===== src/hdl/es2cd_pkg.sv =====
// shared constants, types and tables for the seconds-to-civil-date converter
package es2cd_pkg;

  localparam int unsigned NUM_STAGES = 8;

  // seconds per day is 128 * 675
  localparam logic [9:0]  DAY_DIV_128    = 10'd675;
  localparam logic [25:0] DAY_RECIP      = 26'd50903317;
  localparam int unsigned DAY_SHIFT      = 35;

  localparam logic [16:0] WEEK_RECIP     = 17'd74899;
  localparam int unsigned WEEK_SHIFT     = 19;
  localparam logic [15:0] FIRST_WEEKDAY  = 16'd6;

  // one day in 1460 (four years) is a leap day, one in 36524 is taken back
  localparam logic [13:0] QUAD_RECIP     = 14'd11492;
  localparam int unsigned QUAD_SHIFT     = 22;
  localparam logic [15:0] CENTURY_DAYS   = 16'd36524;

  localparam logic [15:0] YEAR_RECIP     = 16'd45965;
  localparam int unsigned YEAR_SHIFT     = 24;
  localparam logic [15:0] DAYS_PER_YEAR  = 16'd365;

  localparam logic [12:0] HOUR_RECIP     = 13'd4661;
  localparam int unsigned HOUR_SHIFT     = 20;
  localparam logic [16:0] SECS_PER_HOUR  = 17'd3600;

  localparam logic [10:0] MIN_RECIP      = 11'd1093;
  localparam int unsigned MIN_SHIFT      = 14;
  localparam logic [11:0] SECS_PER_MIN   = 12'd60;

  // days from jan 1 2000 to mar 1 2000
  localparam logic [15:0] MARCH_OFFSET   = 16'd60;
  localparam logic [5:0]  JAN_DAYS       = 6'd31;
  localparam logic [11:0] BASE_YEAR      = 12'd2000;

  typedef struct packed {
    logic [NUM_STAGES-1:0] en;
    logic [NUM_STAGES-1:0] vld;
  } flow_t;

  // first day of each month within a march-based year
  function automatic logic [8:0] month_start(input logic [3:0] mp);
    logic [8:0] r;
    case (mp)
      4'd0:    r = 9'd0;
      4'd1:    r = 9'd31;
      4'd2:    r = 9'd61;
      4'd3:    r = 9'd92;
      4'd4:    r = 9'd122;
      4'd5:    r = 9'd153;
      4'd6:    r = 9'd184;
      4'd7:    r = 9'd214;
      4'd8:    r = 9'd245;
      4'd9:    r = 9'd275;
      4'd10:   r = 9'd306;
      4'd11:   r = 9'd337;
      default: r = 9'd0;
    endcase
    return r;
  endfunction

endpackage


===== src/hdl/es2cd_flow.sv =====
// valid bits and stall chain for the converter pipeline
module es2cd_flow (
  input  logic              clk,
  input  logic              rst_n,
  input  logic              in_valid,
  input  logic              out_ready,
  output es2cd_pkg::flow_t  ctl
);

  localparam int unsigned NS = es2cd_pkg::NUM_STAGES;

  logic [NS-1:0] vld_r;
  logic [NS-1:0] vld_nxt;
  logic [NS-1:0] en;

  // a stage moves when it is empty or its successor moves
  always_comb begin
    en[NS-1] = !vld_r[NS-1] || out_ready;
    for (int k = NS - 2; k >= 0; k--) begin
      en[k] = !vld_r[k] || en[k+1];
    end
  end

  always_comb begin
    vld_nxt = vld_r;
    if (en[0]) begin
      vld_nxt[0] = in_valid;
    end
    for (int k = 1; k < NS; k++) begin
      if (en[k]) begin
        vld_nxt[k] = vld_r[k-1];
      end
    end
  end

  always_ff @(posedge clk) begin
    if (!rst_n) begin
      vld_r <= '0;
    end else begin
      vld_r <= vld_nxt;
    end
  end

  assign ctl.en  = en;
  assign ctl.vld = vld_r;

endmodule


===== src/hdl/epoch_seconds_to_civil_date.sv =====
// top level: seconds since 2000-01-01 to calendar date, weekday and time of day
// an accepted input beat passes through stages 0 to 7 of the constant-multiply pipeline
// throughput: one beat per cycle of the eight-stage pipeline unless the output stalls
// a stalled output holds full stages up to a gap; empty stages still fill behind it
// reset clears the stage valid bits only; data registers are not reset
module epoch_seconds_to_civil_date (
  input  logic        clk,
  input  logic        rst_n,
  input  logic        in_valid,
  output logic        in_ready,
  input  logic [31:0] in_seconds_since_epoch,
  output logic        out_valid,
  input  logic        out_ready,
  output logic [11:0] out_year,
  output logic [3:0]  out_month_number,
  output logic [4:0]  out_day_of_month,
  output logic [2:0]  out_weekday,
  output logic [4:0]  out_hour,
  output logic [5:0]  out_minute,
  output logic [5:0]  out_second_of_minute
);

  localparam int unsigned NS = es2cd_pkg::NUM_STAGES;

  es2cd_pkg::flow_t ctl;

  es2cd_flow u_flow (
    .clk       (clk),
    .rst_n     (rst_n),
    .in_valid  (in_valid),
    .out_ready (out_ready),
    .ctl       (ctl)
  );

  assign in_ready  = ctl.en[0];
  assign out_valid = ctl.vld[NS-1];

  // stage 0: day count by reciprocal multiply
  logic [31:0] s0_secs_r;
  logic [50:0] s0_pd_r;
  logic [50:0] s0_pd_nxt;

  assign s0_pd_nxt = {26'b0, in_seconds_since_epoch[31:7]} * {25'b0, es2cd_pkg::DAY_RECIP};

  always_ff @(posedge clk) begin
    if (ctl.en[0]) begin
      s0_secs_r <= in_seconds_since_epoch;
      s0_pd_r   <= s0_pd_nxt;
    end
  end

  // stage 1: day products, weekday and leap-day estimates
  logic [15:0] s1_days;
  logic [25:0] s1_dm_nxt;
  logic [15:0] s1_wx_nxt;
  logic [32:0] s1_wp_nxt;
  logic [15:0] s1_mday_nxt;
  logic [27:0] s1_qp_nxt;
  logic [25:0] s1_dm_r;
  logic [15:0] s1_wx_r;
  logic [32:0] s1_wp_r;
  logic [15:0] s1_mday_r;
  logic [27:0] s1_qp_r;
  logic [16:0] s1_slo_r;
  logic        s1_lt60_r;
  logic [5:0]  s1_dlo_r;

  assign s1_days     = s0_pd_r[es2cd_pkg::DAY_SHIFT +: 16];
  assign s1_dm_nxt   = {10'b0, s1_days} * {16'b0, es2cd_pkg::DAY_DIV_128};
  assign s1_wx_nxt   = s1_days + es2cd_pkg::FIRST_WEEKDAY;
  assign s1_wp_nxt   = {17'b0, s1_wx_nxt} * {16'b0, es2cd_pkg::WEEK_RECIP};
  assign s1_mday_nxt = s1_days - es2cd_pkg::MARCH_OFFSET;
  assign s1_qp_nxt   = {14'b0, s1_mday_nxt[15:2]} * {14'b0, es2cd_pkg::QUAD_RECIP};

  always_ff @(posedge clk) begin
    if (ctl.en[1]) begin
      s1_dm_r   <= s1_dm_nxt;
      s1_wx_r   <= s1_wx_nxt;
      s1_wp_r   <= s1_wp_nxt;
      s1_mday_r <= s1_mday_nxt;
      s1_qp_r   <= s1_qp_nxt;
      s1_slo_r  <= s0_secs_r[16:0];
      s1_lt60_r <= s1_days < es2cd_pkg::MARCH_OFFSET;
      s1_dlo_r  <= s1_days[5:0];
    end
  end

  // stage 2: second of day, weekday, year numerator
  logic [13:0] s2_wq;
  logic [16:0] s2_wq7;
  logic [5:0]  s2_q1460;
  logic [16:0] s2_rem_nxt;
  logic [2:0]  s2_wd_nxt;
  logic [15:0] s2_n_nxt;
  logic [16:0] s2_rem_r;
  logic [2:0]  s2_wd_r;
  logic [15:0] s2_n_r;
  logic [15:0] s2_mday_r;
  logic        s2_lt60_r;
  logic [5:0]  s2_dlo_r;

  assign s2_wq      = s1_wp_r[es2cd_pkg::WEEK_SHIFT +: 14];
  assign s2_wq7     = {s2_wq, 3'b0} - {3'b0, s2_wq};
  assign s2_q1460   = s1_qp_r[es2cd_pkg::QUAD_SHIFT +: 6];
  assign s2_rem_nxt = s1_slo_r - {s1_dm_r[9:0], 7'b0};
  assign s2_wd_nxt  = s1_wx_r[2:0] - s2_wq7[2:0];
  assign s2_n_nxt   = s1_mday_r - {10'b0, s2_q1460}
                    + {15'b0, s1_mday_r >= es2cd_pkg::CENTURY_DAYS};

  always_ff @(posedge clk) begin
    if (ctl.en[2]) begin
      s2_rem_r  <= s2_rem_nxt;
      s2_wd_r   <= s2_wd_nxt;
      s2_n_r    <= s2_n_nxt;
      s2_mday_r <= s1_mday_r;
      s2_lt60_r <= s1_lt60_r;
      s2_dlo_r  <= s1_dlo_r;
    end
  end

  // stage 3: hour and year quotients
  logic [25:0] s3_hp_nxt;
  logic [31:0] s3_yp_nxt;
  logic [25:0] s3_hp_r;
  logic [31:0] s3_yp_r;
  logic [16:0] s3_rem_r;
  logic [2:0]  s3_wd_r;
  logic [15:0] s3_mday_r;
  logic        s3_lt60_r;
  logic [5:0]  s3_dlo_r;

  assign s3_hp_nxt = {13'b0, s2_rem_r[16:4]} * {13'b0, es2cd_pkg::HOUR_RECIP};
  assign s3_yp_nxt = {16'b0, s2_n_r} * {16'b0, es2cd_pkg::YEAR_RECIP};

  always_ff @(posedge clk) begin
    if (ctl.en[3]) begin
      s3_hp_r   <= s3_hp_nxt;
      s3_yp_r   <= s3_yp_nxt;
      s3_rem_r  <= s2_rem_r;
      s3_wd_r   <= s2_wd_r;
      s3_mday_r <= s2_mday_r;
      s3_lt60_r <= s2_lt60_r;
      s3_dlo_r  <= s2_dlo_r;
    end
  end

  // stage 4: pick quotients
  logic [4:0]  s4_hour_r;
  logic [7:0]  s4_yoe_r;
  logic [16:0] s4_rem_r;
  logic [2:0]  s4_wd_r;
  logic [15:0] s4_mday_r;
  logic        s4_lt60_r;
  logic [5:0]  s4_dlo_r;

  always_ff @(posedge clk) begin
    if (ctl.en[4]) begin
      s4_hour_r <= s3_hp_r[es2cd_pkg::HOUR_SHIFT +: 5];
      s4_yoe_r  <= s3_yp_r[es2cd_pkg::YEAR_SHIFT +: 8];
      s4_rem_r  <= s3_rem_r;
      s4_wd_r   <= s3_wd_r;
      s4_mday_r <= s3_mday_r;
      s4_lt60_r <= s3_lt60_r;
      s4_dlo_r  <= s3_dlo_r;
    end
  end

  // stage 5: second of hour, day of march-based year
  logic [16:0] s5_h3600;
  logic [16:0] s5_remh_full;
  logic [15:0] s5_ybase;
  logic [15:0] s5_doy_full;
  logic [11:0] s5_remh_r;
  logic [8:0]  s5_doy_r;
  logic [7:0]  s5_yoe_r;
  logic [4:0]  s5_hour_r;
  logic [2:0]  s5_wd_r;
  logic        s5_lt60_r;
  logic [5:0]  s5_dlo_r;

  assign s5_h3600     = {12'b0, s4_hour_r} * es2cd_pkg::SECS_PER_HOUR;
  assign s5_remh_full = s4_rem_r - s5_h3600;
  assign s5_ybase     = {8'b0, s4_yoe_r} * es2cd_pkg::DAYS_PER_YEAR
                      + {10'b0, s4_yoe_r[7:2]} - {15'b0, s4_yoe_r >= 8'd100};
  assign s5_doy_full  = s4_mday_r - s5_ybase;

  always_ff @(posedge clk) begin
    if (ctl.en[5]) begin
      s5_remh_r <= s5_remh_full[11:0];
      s5_doy_r  <= s5_doy_full[8:0];
      s5_yoe_r  <= s4_yoe_r;
      s5_hour_r <= s4_hour_r;
      s5_wd_r   <= s4_wd_r;
      s5_lt60_r <= s4_lt60_r;
      s5_dlo_r  <= s4_dlo_r;
    end
  end

  // stage 6: month search, minute quotient
  logic [3:0]  s6_mp_nxt;
  logic [20:0] s6_mnp_nxt;
  logic [3:0]  s6_mp_r;
  logic [20:0] s6_mnp_r;
  logic [11:0] s6_remh_r;
  logic [8:0]  s6_doy_r;
  logic [7:0]  s6_yoe_r;
  logic [4:0]  s6_hour_r;
  logic [2:0]  s6_wd_r;
  logic        s6_lt60_r;
  logic [5:0]  s6_dlo_r;

  always_comb begin
    s6_mp_nxt = 4'd0;
    for (int k = 1; k < 12; k++) begin
      s6_mp_nxt = s6_mp_nxt + {3'b0, s5_doy_r >= es2cd_pkg::month_start(4'(k))};
    end
  end

  assign s6_mnp_nxt = {11'b0, s5_remh_r[11:2]} * {10'b0, es2cd_pkg::MIN_RECIP};

  always_ff @(posedge clk) begin
    if (ctl.en[6]) begin
      s6_mp_r   <= s6_mp_nxt;
      s6_mnp_r  <= s6_mnp_nxt;
      s6_remh_r <= s5_remh_r;
      s6_doy_r  <= s5_doy_r;
      s6_yoe_r  <= s5_yoe_r;
      s6_hour_r <= s5_hour_r;
      s6_wd_r   <= s5_wd_r;
      s6_lt60_r <= s5_lt60_r;
      s6_dlo_r  <= s5_dlo_r;
    end
  end

  // stage 7: output register
  logic [5:0]  s7_min;
  logic [11:0] s7_m60;
  logic [5:0]  s7_sec;
  logic [8:0]  s7_dom_full;
  logic        s7_jan_feb;
  logic [3:0]  s7_month;
  logic [11:0] s7_year;
  logic [4:0]  s7_dom;
  logic [11:0] s7_year_r;
  logic [3:0]  s7_month_r;
  logic [4:0]  s7_dom_r;
  logic [2:0]  s7_wd_r;
  logic [4:0]  s7_hour_r;
  logic [5:0]  s7_min_r;
  logic [5:0]  s7_sec_r;

  assign s7_min      = s6_mnp_r[es2cd_pkg::MIN_SHIFT +: 6];
  assign s7_m60      = {6'b0, s7_min} * es2cd_pkg::SECS_PER_MIN;
  assign s7_sec      = s6_remh_r[5:0] - s7_m60[5:0];
  assign s7_dom_full = s6_doy_r - es2cd_pkg::month_start(s6_mp_r) + 9'd1;
  assign s7_jan_feb  = s6_mp_r >= 4'd10;

  always_comb begin
    if (s6_lt60_r) begin
      s7_year = es2cd_pkg::BASE_YEAR;
      if (s6_dlo_r < es2cd_pkg::JAN_DAYS) begin
        s7_month = 4'd1;
        s7_dom   = s6_dlo_r[4:0] + 5'd1;
      end else begin
        s7_month = 4'd2;
        s7_dom   = 5'(s6_dlo_r - es2cd_pkg::JAN_DAYS + 6'd1);
      end
    end else begin
      s7_year  = es2cd_pkg::BASE_YEAR + {4'b0, s6_yoe_r} + {11'b0, s7_jan_feb};
      s7_month = s7_jan_feb ? s6_mp_r - 4'd9 : s6_mp_r + 4'd3;
      s7_dom   = s7_dom_full[4:0];
    end
  end

  always_ff @(posedge clk) begin
    if (ctl.en[7]) begin
      s7_year_r  <= s7_year;
      s7_month_r <= s7_month;
      s7_dom_r   <= s7_dom;
      s7_wd_r    <= s6_wd_r;
      s7_hour_r  <= s6_hour_r;
      s7_min_r   <= s7_min;
      s7_sec_r   <= s7_sec;
    end
  end

  assign out_year             = s7_year_r;
  assign out_month_number     = s7_month_r;
  assign out_day_of_month     = s7_dom_r;
  assign out_weekday          = s7_wd_r;
  assign out_hour             = s7_hour_r;
  assign out_minute           = s7_min_r;
  assign out_second_of_minute = s7_sec_r;

  // full pipeline with a stalled output must refuse new beats
  assert property (@(posedge clk) disable iff (!rst_n)
    (&ctl.vld && !out_ready) |-> !in_ready)
    else $error("input taken while pipeline full and stalled");

  // an accepted beat lands in the first stage
  assert property (@(posedge clk) disable iff (!rst_n)
    (in_valid && in_ready) |=> ctl.vld[0])
    else $error("accepted beat lost at pipeline entry");

  // result fields stay within calendar ranges
  assert property (@(posedge clk) disable iff (!rst_n)
    out_valid |-> (out_month_number >= 4'd1 && out_month_number <= 4'd12 &&
                   out_day_of_month != 5'd0 && out_weekday <= 3'd6 &&
                   out_hour <= 5'd23 && out_minute <= 6'd59 &&
                   out_second_of_minute <= 6'd59 && out_year >= 12'd2000))
    else $error("result field out of range");

  // reset empties the pipeline
  assert property (@(posedge clk) !rst_n |=> !out_valid)
    else $error("result valid right after reset");

endmodule

===== config.mk =====
export PLATFORM = sky130hd
export DESIGN_NAME = epoch_seconds_to_civil_date
export DESIGN_NICKNAME = d
export VERILOG_FILES = /design/src/hdl/es2cd_pkg.sv /design/src/hdl/es2cd_flow.sv /design/src/hdl/epoch_seconds_to_civil_date.sv
export SDC_FILE = /design/constraint.sdc
export NUM_CORES = 2
export LEC_CHECK = 0
export BUFFER_PORTS_ARGS = -buffer_cell sky130_fd_sc_hd__clkbuf_2
export CORE_UTILIZATION = 27
export CTS_BUF_LIST = sky130_fd_sc_hd__clkbuf_16
export CTS_CLUSTER_SIZE = 25
export DETAILED_ROUTE_END_ITERATION = 8
export GPL_ROUTABILITY_DRIVEN = 1
export GPL_TIMING_DRIVEN = 1
export PLACE_DENSITY = 0.4
export SYNTH_ARGS = -nofsm -noshare
export SYNTH_HDL_FRONTEND = slang
export SYNTH_SLANG_ARGS = --single-unit

===== constraint.sdc =====
create_clock -name clk -period 8.9 [get_ports clk]
set_input_delay 1.335 -clock clk [delete_from_list [all_inputs] [get_ports clk]]
set_output_delay 1.335 -clock clk [all_outputs]
set_load 0.01 [all_outputs]

==> key figures <==
Setup path
  • Worst-path cell chain: clkbuf_2 > inv_1 > ha_1 > inv_1 > fa_1 > ha_1 > inv_1 > fa_1 > inv_1 > fa_1 > fa_1 > inv_1 > fa_1 > inv_1 > ha_1 > and4_1 > nand4_1 > or4_1 > o22ai_1 > o21ai_1 > and3_1 > or2_1 > a22o_1
  • RR Endpoint: s1_wp_r[21]$_DFFE_PP_
  • Worst r2r path cells: 25
  • Critical path data arrival time: 7.65 ns
  • Crit path top cell by count: inv_1
  • CP max stage cell: fa_1
  • Worst path required time: 9.23 ns
  • Setup slack, reg-to-reg: 1.70 ns
  • Worst setup path class: in -> reg
  • Startpoint Class: primary input
  • Worst setup EP type: flop
  • R2r startpoint: s0_pd_r[37]$_DFFE_PP_
  • CP Max Fanout: 12
  • Slowest Stage Delay on Critical Path: 0.54 ns

Cells and area
  • Fin nets: 4,841
  • Area growth syn-to-layout: 11.2%
  • Sequential Area: 10,900 µm²
  • Multi-input gate area: 24,500 µm²
  • Antenna cells: 0
  • Fillers: 14,700
  • Share of cells above drive strength 1: 5.22%

Run
  • MaxCap Viol Count: 0

Logic synthesis
  • Main synth FF type: edfxtp_1
  • Mux share of post-synthesis cell area: 0.135%
  • Avg Inst Size Synth: 11.5 µm²
  • Yosys reg bits: 367
  • Syn nets: 4,708
  • Library cells used by synthesis: 65
  • Simple-gate share of the synthesized area: 3.89%
  • Mapped Area: 38,900 µm²
  • Synth warn: 0
  • Number of enable flip-flop cells after synthesis: 354
  • Async SR Flop Fraction: 0%
  • Fraction of the yosys area taken by sequential cells: 28.0%
  • Synth Instances: 3,376
  • Largest family of logic cells by synthesized area: adder cells
  • Compound-Gate Fraction of Synth Area: 5.29%
  • Adder-cell share of the synthesized area: 50.2%
  • Synth Area in XOR/XNOR: 3.56%

Routing
  • Antenna-violating nets left: 0
  • Vias/cell: 4.12
  • Drt total wl: 83.4 mm
  • Initial DRT Pass Iterations: 5
  • DR vias: 22,400
  • Routed length per instance: 15.3 µm
  • Drc violations: 0
  • Initial DRC Count: 645

Global routing
  • All-Layer GR Usage: 11.9%
  • Met3 Usage GRT: 1.23%
  • Initial antenna violation count: 3
  • Met1 Use GR: 16.0%
  • Vias in the first global route: 24,400
  • GR Overflow Total: 0
  • Met2 usage: 20.7%
  • GRT busiest layer: met2
  • First-pass GRT wire length: 137 mm
  • Pin count of the biggest net entering global routing: 59

Timing
  • Final max-slew violation count: 0
  • Final number of setup-violating endpoints: 0
  • Final Hold Fails: 0
  • Relative slew slack: 29.7%
  • Worst Max-Slew Pin Slew: 1.04 ns
  • Setup TNS: 0 ns
  • Max frequency: 137 MHz
  • Final min period: 7.32 ns
  • Unrepaired setup endpoints after global routing: false
  • Period utilization: 82.2%
  • Clock Skews: 0.0141 ns

Floorplanning
  • # rows: 138
  • Core ar.: 142,000 µm²
  • Die area: 146,000 µm²
  • Die H: 381 µm
  • Die X: 381 µm
  • # IOs: 79
  • Initial Util: 27.3%

Clock network
  • CTS clk-pin slew, worst paths: 0.06 ns
  • Skew-Pair Late Insertion Delay: 0.58 ns
  • TritonCTS Buffers: 46
  • Root Buffer: clkbuf_16
  • CTS tree: built
  • H-tree Lvls: 2
  • CTS Hold Bufs: 0
  • # Post-CTS Setup Buffers: 0
  • Post-cts gate resize count: 0
  • Clock buffer depth: 3
  • CTS Sinks: 367

Place
  • Placer's final routability congestion estimate: 0.790
  • PortBufs: 78
  • Post-DP HPWL: 70.6 mm

Hold path
  • Hold Crit Depth: 0
  • Hold Startpoint: s3_mday_r[1]$_DFFE_PP_
  • Worst Hold End: s4_mday_r[1]$_DFFE_PP_
  • Hold crit path type: reg -> reg

Run status
  • Status: completed
final cells by class:
| class | instances | area share (%) |
|---|---|---|
| well taps | 1890 | 5.47 |
| clock buffers | 46 | 2.66 |
| flip-flops and latches | 367 | 25.2 |
| repair buffers | 100 | 1.28 |
| clock inverters | 39 | 0.761 |
| multi-input cells | 2087 | 56.8 |
| inverters | 907 | 7.87 |
critical path, delay by kind of cell:
family | cells | cell delay [ns]
compound gates | 3 | 0.69
buf+inv | 7 | 0.77
simple gates | 5 | 1.40
fa+ha+maj | 8 | 3.43
metrics by stage:
| stage | instance area [µm²] | hold WS, ns | std cells | worst slack, ns | utilization, % |
|---|---|---|---|---|---|
| 3_3_place_gp | 41800 | 0.400 | 5351 | 0.936 | 29.4 |
| 2_1_floorplan | 38900 | 0.400 | 3376 | 1.78 | - |
| 5_1_grt | 43200 | 0.419 | 5436 | 1.10 | 30.4 |
| 6_report | 43200 | 0.408 | 5436 | 1.58 | 30.4 |
| 3_5_place_dp | 41800 | 0.405 | 5351 | 0.914 | 29.4 |
| 4_1_cts | 43200 | 0.410 | 5436 | 1.52 | 30.4 |
synth_stat cells (11+ instances only):
| cell | instances | area [µm²] |
|---|---|---|
| nor2_1 | 82 | 308 |
| o21bai_1 | 15 | 113 |
| nand4_1 | 15 | 93.8 |
| nor3_1 | 26 | 130 |
| xnor2_1 | 115 | 1010 |
| o21a_1 | 15 | 113 |
| a21oi_1 | 101 | 505 |
| ha_1 | 855 | 10700 |
| fa_1 | 441 | 8830 |
| edfxtp_1 | 354 | 10600 |
| inv_1 | 907 | 3400 |
| nor2b_1 | 25 | 156 |
| o21ai_0 | 59 | 295 |
| nand3_1 | 32 | 160 |
| and3_1 | 18 | 113 |
| a21o_1 | 47 | 353 |
| nand2b_1 | 11 | 68.8 |
| clkbuf_1 | 14 | 52.6 |
| xor2_1 | 43 | 377 |
| dfxtp_1 | 13 | 260 |
| nand2_1 | 67 | 251 |
flip-flops by register name (all words and copies together) (netlist names), 12 cells and up, named ones only:
| signal | flops |
|---|---|
| out_year | 12 |
| s0_pd_r | 16 |
| s0_secs_r | 17 |
| s1_mday_r | 15 |
| s1_slo_r | 17 |
| s2_n_r | 16 |
| s2_rem_r | 17 |
| s4_rem_r | 12 |
| s5_remh_r | 12 |
layer usage:
metal,share of wire [%],vias to the layer above
met5,0.030,-
met4,1.2,4
met3,2.3,65
met2,48,201
met1,48,10900
li1,-,11300
how the worst max path moves through the flow:
stage	start	endpoint	slack [ns]
after global placement	in_seconds_since_epoch[12]	s0_pd_r[48]$_DFFE_PP_	0.94
after floorplan	in_seconds_since_epoch[29]	s0_pd_r[48]$_DFFE_PP_	1.78
final	in_seconds_since_epoch[12]	s0_pd_r[48]$_DFFE_PP_	1.58
after global routing	s0_pd_r[37]$_DFFE_PP_	s1_wp_r[21]$_DFFE_PP_	1.10
after CTS	in_seconds_since_epoch[12]	s0_pd_r[48]$_DFFE_PP_	1.52
after detailed placement	in_seconds_since_epoch[12]	s0_pd_r[48]$_DFFE_PP_	0.91
layout by cell type, fill, tap and decap left out, types with 6 or more instances in the layout:
cell / n
edfxtp_1: 354
clkinv_2: 7
clkbuf_16: 46
nor3_1: 26
nor2b_1: 25
nand2_1: 63
xnor2_1: 115
a21oi_1: 101
nand3_1: 32
a21boi_0: 7
a21o_1: 47
a31oi_1: 7
clkinv_1: 7
o21ai_0: 59
o21bai_1: 15
fa_1: 441
clkbuf_2: 78
a211oi_1: 6
nand2b_1: 11
inv_1: 917
dfxtp_1: 13
ha_1: 855
nor2_1: 82
o21a_1: 15
o211ai_1: 9
xor2_1: 43
nand4_1: 15
and3_1: 18
buf_4: 22
kinds of logic after synthesis:
logic type / Yosys count
adder cells (fa/ha/maj): 1296
buffers and inverters: 922
flip-flops: 367
AO/OA/AOI/OAI: 319
AND/OR/NAND/NOR: 309
XOR/XNOR: 158
multiplexers: 5
Power is left out: the tool's default activity adds up to more than one toggle a clock period on the data nets, which glitch-free logic cannot reach.
